$ cat src/sv/dalvik_subset_instruction_step_macros.svh
// assertion helpers shared by the register file and the top level
`ifndef DALVIK_SUBSET_INSTRUCTION_STEP_MACROS_SVH
`define DALVIK_SUBSET_INSTRUCTION_STEP_MACROS_SVH

// same-cycle implication, clocked on clk, off during rst
`define DSIS_ASSERT_SAME(lbl, ante, cons, msg) \
  lbl: assert property (@(posedge clk) disable iff (rst) (ante) |-> (cons)) else $error(msg);

// next-cycle implication, clocked on clk, off during rst
`define DSIS_ASSERT_NEXT(lbl, ante, cons, msg) \
  lbl: assert property (@(posedge clk) disable iff (rst) (ante) |=> (cons)) else $error(msg);

`endif

$ cat src/sv/dsis_pkg.sv
`default_nettype none

package dsis_pkg;

  localparam logic [7:0] OP_NOP      = 8'h00;
  localparam logic [7:0] OP_MOVE     = 8'h01;
  localparam logic [7:0] OP_MOVE_RES = 8'h0a;
  localparam logic [7:0] OP_RET_VOID = 8'h0e;
  localparam logic [7:0] OP_RET      = 8'h0f;
  localparam logic [7:0] OP_CONST4   = 8'h12;
  localparam logic [7:0] OP_CONST16  = 8'h13;
  localparam logic [7:0] OP_CONST32  = 8'h14;
  localparam logic [7:0] OP_GOTO     = 8'h28;
  localparam logic [7:0] OP_GOTO16   = 8'h29;
  localparam logic [7:0] OP_ADD      = 8'h90;
  localparam logic [7:0] OP_SUB      = 8'h91;

  localparam logic REG_CODE_LEN   = 1'b0;
  localparam logic REG_STEP_LIMIT = 1'b1;

  localparam logic [19:0] STEP_LIMIT_RESET = 20'd10000;

  typedef enum logic [2:0] {
    CAUSE_RUN   = 3'd0,
    CAUSE_RETV  = 3'd1,
    CAUSE_RET   = 3'd2,
    CAUSE_RANGE = 3'd3,
    CAUSE_LIMIT = 3'd4
  } cause_t;

  typedef struct packed {
    logic        start_req;
    logic [7:0]  opcode;
    logic [7:0]  operand_byte;
    logic [31:0] tail_word;
  } item_t;

  // interpreter status besides the pc
  typedef struct packed {
    logic [19:0] steps;
    logic        stopped;
    cause_t      cause;
    logic [31:0] value;
  } state_t;

  typedef struct packed {
    logic [19:0] next_pc;
    logic        running;
    logic [2:0]  stop_cause;
    logic [31:0] ret_val;
    logic        unknown_opcode;
  } result_t;

  typedef struct packed {
    logic we;
    logic clear;
  } rf_ctl_t;

endpackage

`default_nettype wire

$ cat src/sv/dsis_exec.sv
`default_nettype none

module dsis_exec #(
  parameter int NUM_REGS = 256,
  parameter int PC_BITS  = 20
) (
  input  dsis_pkg::item_t             item,
  input  wire  [PC_BITS-1:0]          pc,
  input  dsis_pkg::state_t            st,
  input  wire  [19:0]                 code_len,
  input  wire  [19:0]                 step_limit,
  input  wire  [31:0]                 rf_a,
  input  wire  [31:0]                 rf_b,
  input  wire  [$clog2(NUM_REGS)-1:0] waddr_nib,
  input  wire  [$clog2(NUM_REGS)-1:0] waddr_full,
  output logic [PC_BITS-1:0]          pc_next,
  output dsis_pkg::state_t            st_next,
  output dsis_pkg::rf_ctl_t           ctl,
  output logic [$clog2(NUM_REGS)-1:0] waddr,
  output logic [31:0]                 wdata,
  output dsis_pkg::result_t           res
);

  localparam int CMPW = (PC_BITS > 20) ? PC_BITS : 20;

  logic [PC_BITS-1:0] cur_pc;
  logic [PC_BITS-1:0] exe_pc;
  logic [31:0]        opa;
  logic [31:0]        opb;
  logic               use_nib;
  logic               unknown;

  always_comb begin
    cur_pc  = item.start_req ? '0 : pc;
    st_next = st;
    if (item.start_req) begin
      st_next.steps   = '0;
      st_next.stopped = 1'b0;
      st_next.cause   = dsis_pkg::CAUSE_RUN;
      st_next.value   = '0;
    end
    // a start clears the file before this instruction reads it
    opa       = item.start_req ? '0 : rf_a;
    opb       = item.start_req ? '0 : rf_b;
    pc_next   = cur_pc;
    exe_pc    = cur_pc + PC_BITS'(2);
    ctl.we    = 1'b0;
    ctl.clear = item.start_req;
    use_nib   = 1'b0;
    wdata     = '0;
    unknown   = 1'b0;

    if (!st_next.stopped && CMPW'(cur_pc) >= CMPW'(code_len)) begin
      st_next.stopped = 1'b1;
      st_next.cause   = dsis_pkg::CAUSE_RANGE;
      st_next.value   = '0;
    end else if (!st_next.stopped) begin
      unique case (item.opcode)
        dsis_pkg::OP_NOP: begin
        end
        dsis_pkg::OP_MOVE, dsis_pkg::OP_MOVE_RES: begin
          ctl.we  = 1'b1;
          use_nib = 1'b1;
          wdata   = opa;
        end
        dsis_pkg::OP_CONST4: begin
          ctl.we  = 1'b1;
          use_nib = 1'b1;
          wdata   = 32'($signed(item.operand_byte[7:4]));
        end
        dsis_pkg::OP_CONST16: begin
          ctl.we = 1'b1;
          wdata  = 32'($signed(item.tail_word[15:0]));
          exe_pc = cur_pc + PC_BITS'(4);
        end
        dsis_pkg::OP_CONST32: begin
          ctl.we = 1'b1;
          wdata  = item.tail_word;
          exe_pc = cur_pc + PC_BITS'(6);
        end
        dsis_pkg::OP_RET_VOID: begin
          st_next.stopped = 1'b1;
          st_next.cause   = dsis_pkg::CAUSE_RETV;
          st_next.value   = '0;
        end
        dsis_pkg::OP_RET: begin
          st_next.stopped = 1'b1;
          st_next.cause   = dsis_pkg::CAUSE_RET;
          st_next.value   = opa;
        end
        // offsets count 16-bit code units
        dsis_pkg::OP_GOTO: begin
          exe_pc = cur_pc + (PC_BITS'($signed(item.operand_byte)) << 1);
        end
        dsis_pkg::OP_GOTO16: begin
          exe_pc = cur_pc + (PC_BITS'($signed(item.tail_word[15:0])) << 1);
        end
        dsis_pkg::OP_ADD: begin
          ctl.we = 1'b1;
          wdata  = opa + opb;
          exe_pc = cur_pc + PC_BITS'(4);
        end
        dsis_pkg::OP_SUB: begin
          ctl.we = 1'b1;
          wdata  = opa - opb;
          exe_pc = cur_pc + PC_BITS'(4);
        end
        default: begin
          unknown = 1'b1;
        end
      endcase

      if (!st_next.stopped) begin
        pc_next = exe_pc;
        if (st_next.steps >= step_limit) begin
          st_next.stopped = 1'b1;
          st_next.cause   = dsis_pkg::CAUSE_LIMIT;
          st_next.value   = '0;
        end else begin
          st_next.steps = st_next.steps + 20'd1;
          if (CMPW'(exe_pc) >= CMPW'(code_len)) begin
            st_next.stopped = 1'b1;
            st_next.cause   = dsis_pkg::CAUSE_RANGE;
            st_next.value   = '0;
          end
        end
      end
    end

    waddr = use_nib ? waddr_nib : waddr_full;

    res.next_pc        = 20'(pc_next);
    res.running        = ~st_next.stopped;
    res.stop_cause     = st_next.cause;
    res.ret_val        = st_next.value;
    res.unknown_opcode = unknown;
  end

endmodule

`default_nettype wire

$ cat config.mk
export PLATFORM = sky130hd
export DESIGN_NAME = dsis_exec
export DESIGN_NICKNAME = d
export VERILOG_FILES = /design/src/sv/dalvik_subset_instruction_step_macros.svh /design/src/sv/dsis_pkg.sv /design/src/sv/dsis_exec.sv
export SDC_FILE = /design/constraint.sdc
export NUM_CORES = 1
export LEC_CHECK = 0
export BUFFER_PORTS_ARGS = -buffer_cell sky130_fd_sc_hd__buf_4
export CAP_MARGIN = 25
export CORE_ASPECT_RATIO = 0.9
export CORE_MARGIN = 3
export CORE_UTILIZATION = 25
export DETAILED_ROUTE_END_ITERATION = 8
export PLACE_DENSITY = 0.59
export SYNTH_ARGS = -nofsm -noshare
export SYNTH_HDL_FRONTEND = slang
export SYNTH_SLANG_ARGS = --single-unit
$ cat constraint.sdc
create_clock -name vclk -period 6.8
set_input_delay 0.68 -clock vclk [all_inputs]
set_output_delay 0.68 -clock vclk [all_outputs]
set_load 0.05 [all_outputs]
Word level (Yosys, flattened, before mapping)
Index checks and enable logic that the tools add are counted.

$add $sub $neg: 8. Multipliers: 0. Div/mod/pow operators: 0. Order comparisons: 3. Eq/ne operators: 11. Shift-type cells: 0. Multiplexer cells: 33. Bitwise logic cells: 1. Reduce and logical (&&, ||, !) cells: 8.

Operator list (count): 32-bit case mux with 6 select lines (1); 36-bit two-way mux (5); 56-bit two-way mux (3); 20-bit two-way mux (8); 32-bit two-way mux (4); 20-bit case mux with 4 select lines (1); 36-bit case mux with 2 select lines (1); 20-bit greater-or-equal comparator (3); 20-bit adder (2); 20-bit by 3-bit adder with 20-bit output (second input constant) (2); 32-bit adder (1); 32-bit subtractor (1); 8-bit by 4-bit == test with 1-bit output (second input constant) (3); 8-bit by 5-bit == test with 1-bit output (second input constant) (3); 20-bit by 1-bit adder with 20-bit output (second input constant) (1); 20-bit by 2-bit adder with 20-bit output (second input constant) (1); 8-bit by 6-bit == test with 1-bit output (second input constant) (2); 8-bit == test (second input constant) (2); 12-bit OR reduction (1); 1-bit two-way mux (9); 8-bit by 1-bit == test with 1-bit output (second input constant) (1); 8-bit zero test (1); 8-bit two-way mux (1); 7-bit OR reduction (1); 5 further kinds (6).

Register bits: 0. Latch bits: 0. RAM bits: 0. Memory bits (read-only): 0. Input bits: 245. Output and inout port bits: 175. Word-level logic and storage cells: 64. Memories: 0.

Logic depth before layout (Yosys ltp)
Gate-level depths: netlist (run 1).

Depth in word-level cells: 12. Depth in mapped cells: 27. Gate-level depth less buffers: 23.

Least setup slack after synthesis (run 1)
Ideal clock, no wire load.

Kind: in2out. Start: input port item[40] (netlist bit). End: output port st_next[22] (netlist bit). Data arrival time: 6.913 ns. Required time: 6.120 ns. Path slack: -0.793 ns. Stages: 26. Path buffers: 4. Path through: buf_2 > nor3_2 > nand3_1 > nor3b_2 > clkbuf_1 > o21bai_1 > ha_1 > a211oi_2 > o21bai_1 > a211o_1 > a2111oi_4 > o31ai_1 > a31oi_1 > xor2_1 > o21ai_1 > ha_1 > a21o_1 > a21oi_1 > nand2_1 > a41oi_1 > a21oi_1 > nand2_1 > a31oi_4 > buf_2 > o32ai_1 > buf_4.

RTL lines: start: declaration (RTL line dsis_exec.sv:7) `input dsis_pkg::item_t item,`; end: declaration (RTL line dsis_exec.sv:17) `output dsis_pkg::state_t st_next,`.

==> results of run 1 <==
[stage by stage]
step / worst slack [ns] / instance area (µm²) / std cells / TNS, ns / hold WS [ns]
finish: 0.347 / 12700 / 2110 / 0 / 1.75
global route: 0.0104 / 12700 / 2110 / 0 / 1.76
CTS: 0.0879 / 12200 / 2096 / 0 / 1.75
detailed placement: 0.118 / 12200 / 2096 / 0 / 1.74
global placement: 0.191 / 12200 / 2096 / 0 / 1.74
floorplan: -0.160 / 8910 / 1310 / -4.13 / 1.53
[final cells by class]
cell class	instances	area, µm²	share of cell area
tap	455	569	0.0447
multi-input combinational	1069	8050	0.632
antenna	6	15.0	0.00118
timing repair buffer	455	3640	0.285
inverter	125	469	0.0368
[path summary, 6_finish.rpt]
path / start / end / slack (ns) / cells past startpoint
setup / recovery: item[43] / st_next[21] / 0.35 / 25
hold / removal: waddr_nib[4] / waddr[4] / 1.75 / 3
[cell families (layout without fill, tap and decap cells)]
| group | after synthesis | in the layout |
|---|---|---|
| AND/OR/NAND/NOR | 452 | 452 |
| AO/OA/AOI/OAI | 372 | 372 |
| adder cells (fa/ha/maj) | 113 | 113 |
| other | 0 | 6 |
| multiplexers | 38 | 38 |
| XOR/XNOR | 94 | 94 |
| buffers and inverters | 241 | 580 |
[where the power goes]
part	internal [W]	leakage (nW)	switching, W
clock network	0.000000000119	0.0000380	0
registers	0	0	0
logic	0.000430	6.31	0.000701
total	0.000430	6.31	0.000701
[routing by layer]
layer / share of wire / global-route usage / vias to the layer above / wire length (µm)
met1: 0.43 / 0.281 / 5182 / 18600
met2: 0.47 / 0.358 / 483 / 20500
li1: - / - / 5320 / -
met5: 0.00046 / 0 / - / 20
met4: 0.020 / 0.0444 / 2 / 875
met3: 0.079 / 0.0396 / 49 / 3410
[what timing repair did]
action	CTS	global route
setup buffers	0	5
endpoints found under the setup margin	0	70
resized for setup	0	82
endpoints found under the hold margin	0	0
[synth_stat cells (15+ instances only)]
cell                       count
sky130_fd_sc_hd__nand2_1     175
sky130_fd_sc_hd__nor3_1       19
sky130_fd_sc_hd__nand3_1      36
sky130_fd_sc_hd__a21oi_1     105
sky130_fd_sc_hd__a221oi_1     31
sky130_fd_sc_hd__buf_2        17
sky130_fd_sc_hd__mux2_2       30
sky130_fd_sc_hd__nor2_1       78
sky130_fd_sc_hd__xor2_1       33
sky130_fd_sc_hd__xnor2_1      61
sky130_fd_sc_hd__buf_4        59
sky130_fd_sc_hd__nor2b_1      49
sky130_fd_sc_hd__and3_1       15
sky130_fd_sc_hd__inv_1       123
sky130_fd_sc_hd__ha_1        111
sky130_fd_sc_hd__o21ai_0      51
sky130_fd_sc_hd__clkbuf_1     36
sky130_fd_sc_hd__o32ai_1      32
sky130_fd_sc_hd__a21o_1       37
==> flow_summary.toml, run 1 <==
[run_status]
run_status = "completed"

[grt]
grt_start_max_net_pins = 57
first_global_vias = 10500
globalRouteTotalUtil = 0.212
wire_length_of_the_first_global_routing_pass_um = 62000
antenna_found_initial = 7
grt-ovfl-total = 0

[worst_setup_path]
cp_data_required_time_ns = 6.12
count_of_buffering_cells_on_the_critical_path_with_inverters_included = 3
critical_path_arrival_ns = 5.77
worst-setup-path-type = "input pin to primary output"
cpLargestDelayFamily = "compound AO/OA/AOI/OAI gates"
critPathMaxFanout = 8
critPathCaptureType = "primary output"
worst_path_largest_cell_delay_ns = 0.44
critical_path.slowest_cell = "sky130_fd_sc_hd__a2111oi_4"
worst_setup_path_start_kind = "input pin"

[power]
power.static_leakage_nw = 6.31
peakVddDrop_mv = 0.0553
finalPower_w = 0.00113
power-per-cell-area_mw_per_mm2 = 88.7

[place]
portBuffers = 420
place.detailed.hpwl_um = 36600
place.gp.congestion = 0.925

[synthesis]
number_of_nets_produced_by_synthesis = 1668
synth_top_cells_by_area = "sky130_fd_sc_hd__ha_1 16%, sky130_fd_sc_hd__nand2_1 7.6%, sky130_fd_sc_hd__xnor2_1 6.2%"
synth-compound-area-share = 0.298
yosys.area.top_type = "sky130_fd_sc_hd__ha_1"
synth_cells = 1310
synth-adder-area-share = 0.165
avg_cell_area_syn_um2 = 6.59
synth_top_family_by_area = "compound AO/OA/AOI/OAI gates"
post_synth_mux_area_share = 0.0484
yosys.area_share.simple = 0.259
yosys.area.top_type_share = 0.161
netlist_area_mm2 = 0.00864
synthDistinctLibCells = 82
synth_xor_xnor_area_share = 0.0953
synth.yosys.warnings = 0
yosysSeqAreaShare = 0

[die]
floorplan.die.height_um = 182
chip_width_um = 202
num_rows = 63
floorplan.initialDensity = 0.258
core_region_area_mm2 = 0.0335
top_level_ports = 420
dieArea_mm2 = 0.0368

[layout]
mostFrequentLayoutCells = "406 x sky130_fd_sc_hd__buf_4, 173 x sky130_fd_sc_hd__nand2_1, 123 x sky130_fd_sc_hd__inv_1"
seqCellArea_um2 = 0
final_nets = 2009
syn_to_final_growth_pct = 47.5
n_clock_buffer = 0
final.fill_count = 3544
drive_above_1_share = 0.345
leading_cell_type_in_the_layout_fill_and_taps_excluded = "sky130_fd_sc_hd__buf_4"
util_after_layout = 0.380
seq_cells = 0

[route]
post-route-drc-count = 0
postRouteAntennaNets = 0
avgRoutedWirePerCell_um = 20.6
finalWirelength_um = 43400
route.detailed.vias_per_inst = 5.23
drtPass1Iterations = 5
vias = 11000
drt_first_iter_violations = 881

[sta]
final_min_period_over_clock_period = 0.949
period_minus_slack_ns = 6.45
worstMarginPinSlew_ns = 1.41
max_freq_mhz = 155
rsz0062_at_grt = "no"
slew-limit-headroom = 0.0534
final_hold_viol_count = 0
setup-violations-final = 0
maxSlewViolCount = 0

[worst_hold_path]
hold_path.class = "input pin to primary output"

[clock_tree]
ctsHoldBuffers = 0

[flow_run]
maxcap_violations = 0
Power figures use the tool's default switching activity.
==> run 2: changes to the inputs <==
--- a/config.mk
+++ b/config.mk
@@ -5,13 +5,14 @@
 export SDC_FILE = /design/constraint.sdc
 export NUM_CORES = 1
 export LEC_CHECK = 0
+export ABC_AREA = 1
 export BUFFER_PORTS_ARGS = -buffer_cell sky130_fd_sc_hd__buf_4
 export CAP_MARGIN = 25
 export CORE_ASPECT_RATIO = 0.9
 export CORE_MARGIN = 3
 export CORE_UTILIZATION = 25
 export DETAILED_ROUTE_END_ITERATION = 8
-export PLACE_DENSITY = 0.59
+export PLACE_DENSITY = 0.57
 export SYNTH_ARGS = -nofsm -noshare
 export SYNTH_HDL_FRONTEND = slang
 export SYNTH_SLANG_ARGS = --single-unit
==> flow_summary.toml, run 2 <==
[sta]
max_freq_mhz = 157
worstMarginPinSlew_ns = 1.01
rsz0062_at_grt = "no"
final_hold_viol_count = 0
period_minus_slack_ns = 6.39
holdWs_ns = 1.71
maxSlewViolCount = 0
slew-limit-headroom = 0.326
timing.setup.tns_ns = 0
final_min_period_over_clock_period = 0.939
setup-violations-final = 0

[worst_setup_path]
critPathCaptureType = "primary output"
worst_path_largest_cell_delay_ns = 0.37
count_of_buffering_cells_on_the_critical_path_with_inverters_included = 6
cpLargestDelayFamily = "simple AND/OR/NAND/NOR gates"
critical_path.slowest_cell = "sky130_fd_sc_hd__a22oi_1"
path_common_cell = "sky130_fd_sc_hd__nand2_1"
cp_data_required_time_ns = 6.12
critical_path_cell_count = 32
critical_path_arrival_ns = 5.71
worst-setup-path-type = "input pin to primary output"
worst_setup_path_start_kind = "input pin"
critPathMaxFanout = 33

[layout]
post_layout_inst_area_mm2 = 0.0141
seq_cells = 0
multi_input_area_mm2 = 0.00855
util_after_layout = 0.334
leading_cell_type_in_the_layout_fill_and_taps_excluded = "sky130_fd_sc_hd__nand2_1"
drive_above_1_share = 0.215
mostFrequentLayoutCells = "628 x sky130_fd_sc_hd__nand2_1, 443 x sky130_fd_sc_hd__buf_4, 384 x sky130_fd_sc_hd__inv_1"
final_nets = 2787
seqCellArea_um2 = 0
final_cell_count_no_fill = 2977
syn_to_final_growth_pct = 30.7
final.fill_count = 4816
n_clock_buffer = 0

[die]
floorplan.initialDensity = 0.255
chip_width_um = 225
floorplan.die.height_um = 203
core_region_area_mm2 = 0.0422
dieArea_mm2 = 0.0457
top_level_ports = 420
num_rows = 71

[place]
postPlaceCellArea_mm2 = 0.0141
portBuffers = 420
place.detailed.hpwl_um = 50800
place.detailed.instances = 2974
place.gp.congestion = 0.960

[grt]
grt_start_max_net_pins = 52
grt-ovfl-total = 0
wire_length_of_the_first_global_routing_pass_um = 84000
antenna_found_initial = 5
globalRouteTotalUtil = 0.238
first_global_vias = 13800

[clock_tree]
cts_resized = 0
ctsHoldBuffers = 0
cts_post_setup_buffers_inserted = 0

[run_status]
run_status = "completed"

[power]
power.static_leakage_nw = 8.35
power-per-cell-area_mw_per_mm2 = 86.9
internal_power_w = 0.000381
peakVddDrop_mv = 0.0704
power.combinational.fraction = 1.000
power_switching_w = 0.000845
power.share.sequential = 0
clock_power_share = 0
switching_share = 0.689

[route]
finalWirelength_um = 58300
avgRoutedWirePerCell_um = 19.6
postRouteAntennaNets = 0
drt_first_iter_violations = 1384
drtPass1Iterations = 6
route.detailed.vias_per_inst = 4.98
post-route-drc-count = 0
vias = 14800

[synthesis]
synthTopCellsByCount = "628 x sky130_fd_sc_hd__nand2_1, 384 x sky130_fd_sc_hd__inv_1, 193 x sky130_fd_sc_hd__nor2_1, 140 x sky130_fd_sc_hd__nand3_1, 131 x sky130_fd_sc_hd__a21oi_1"
synth_top_cells_by_area = "sky130_fd_sc_hd__nand2_1 22%, sky130_fd_sc_hd__inv_1 13%, sky130_fd_sc_hd__ha_1 13%"
synth.most_common_cell = "sky130_fd_sc_hd__nand2_1"
netlist_area_mm2 = 0.0108
synth.yosys.warnings = 0
yosysSeqAreaShare = 0
synth_cells = 2099
synthDistinctLibCells = 54
avg_cell_area_syn_um2 = 5.14
yosys.area.top_type = "sky130_fd_sc_hd__nand2_1"
number_of_nets_produced_by_synthesis = 2457
yosys.area.top_type_share = 0.219

[worst_hold_path]
worstHoldPathCells = 4
hold_path.class = "input pin to primary output"

[flow_run]
maxcap_violations = 0
## run 2: cell types whose count changed in the layout (fill, tap and decap cells not counted), sizes merged, moves of 27 or more
cell,change
a21oi,+27
nor2b,-50
nand3,+110
a22oi,+32
nand2,+463
a21o,-30
xnor2,-40
o21ai,+68
o32ai,-32
inv,+269
nor2,+138
mux2,-30
## run 2: metrics by stage
step | worst slack [ns] | power (W)
after floorplan | 0.707 | 0.000812
after global placement | 0.569 | 0.00121
after detailed placement | 0.504 | 0.00122
after CTS | 0.478 | 0.00122
after global routing | 0.0148 | 0.00131
final | 0.412 | 0.00123
## run 2: cell families after synthesis
group | after synthesis | synth area share
mux | 1 | 0.000929
simple gates | 1077 | 0.431
xor+xnor | 50 | 0.0406
fa+ha+maj | 113 | 0.133
compound gates | 347 | 0.187
buf+inv | 511 | 0.208
## run 2: worst min-delay path: cells and delay by family
family / cells / cell delay (ns)
buffers and inverters: 2 / 0.27
and+or+nand+nor: 2 / 0.09
## run 2: final cells by class
cell class	count	share of cell area
tap	547	0.0486
antenna	3	0.000533
timing repair buffer	445	0.239
multi-input combinational	1588	0.607
inverter	394	0.105
## run 2: worst paths after layout
| kind | end | start | slack, ns |
|---|---|---|---|
| max | res[10] | item[46] | 0.41 |
| min | waddr[0] | waddr_full[0] | 1.71 |
## run 2: metal layers
metal / global-route usage / routed length (µm) / vias to the layer above
met5: 0 / 19 / -
li1: - / - / 7284
met4: 0.0218 / 641 / 4
met3: 0.0289 / 4720 / 39
met2: 0.391 / 26100 / 656
met1: 0.344 / 26800 / 6854
## run 2: power groups by stage
stage	Clock (W)	Sequential, W	Combinational, W
after global placement	0	0	0.00121
after CTS	0	0	0.00122
after detailed placement	0	0	0.00122
after floorplan	0	0	0.000812
after global routing	0.0000000000393	0	0.00131
final	0.0000000000591	0	0.00123
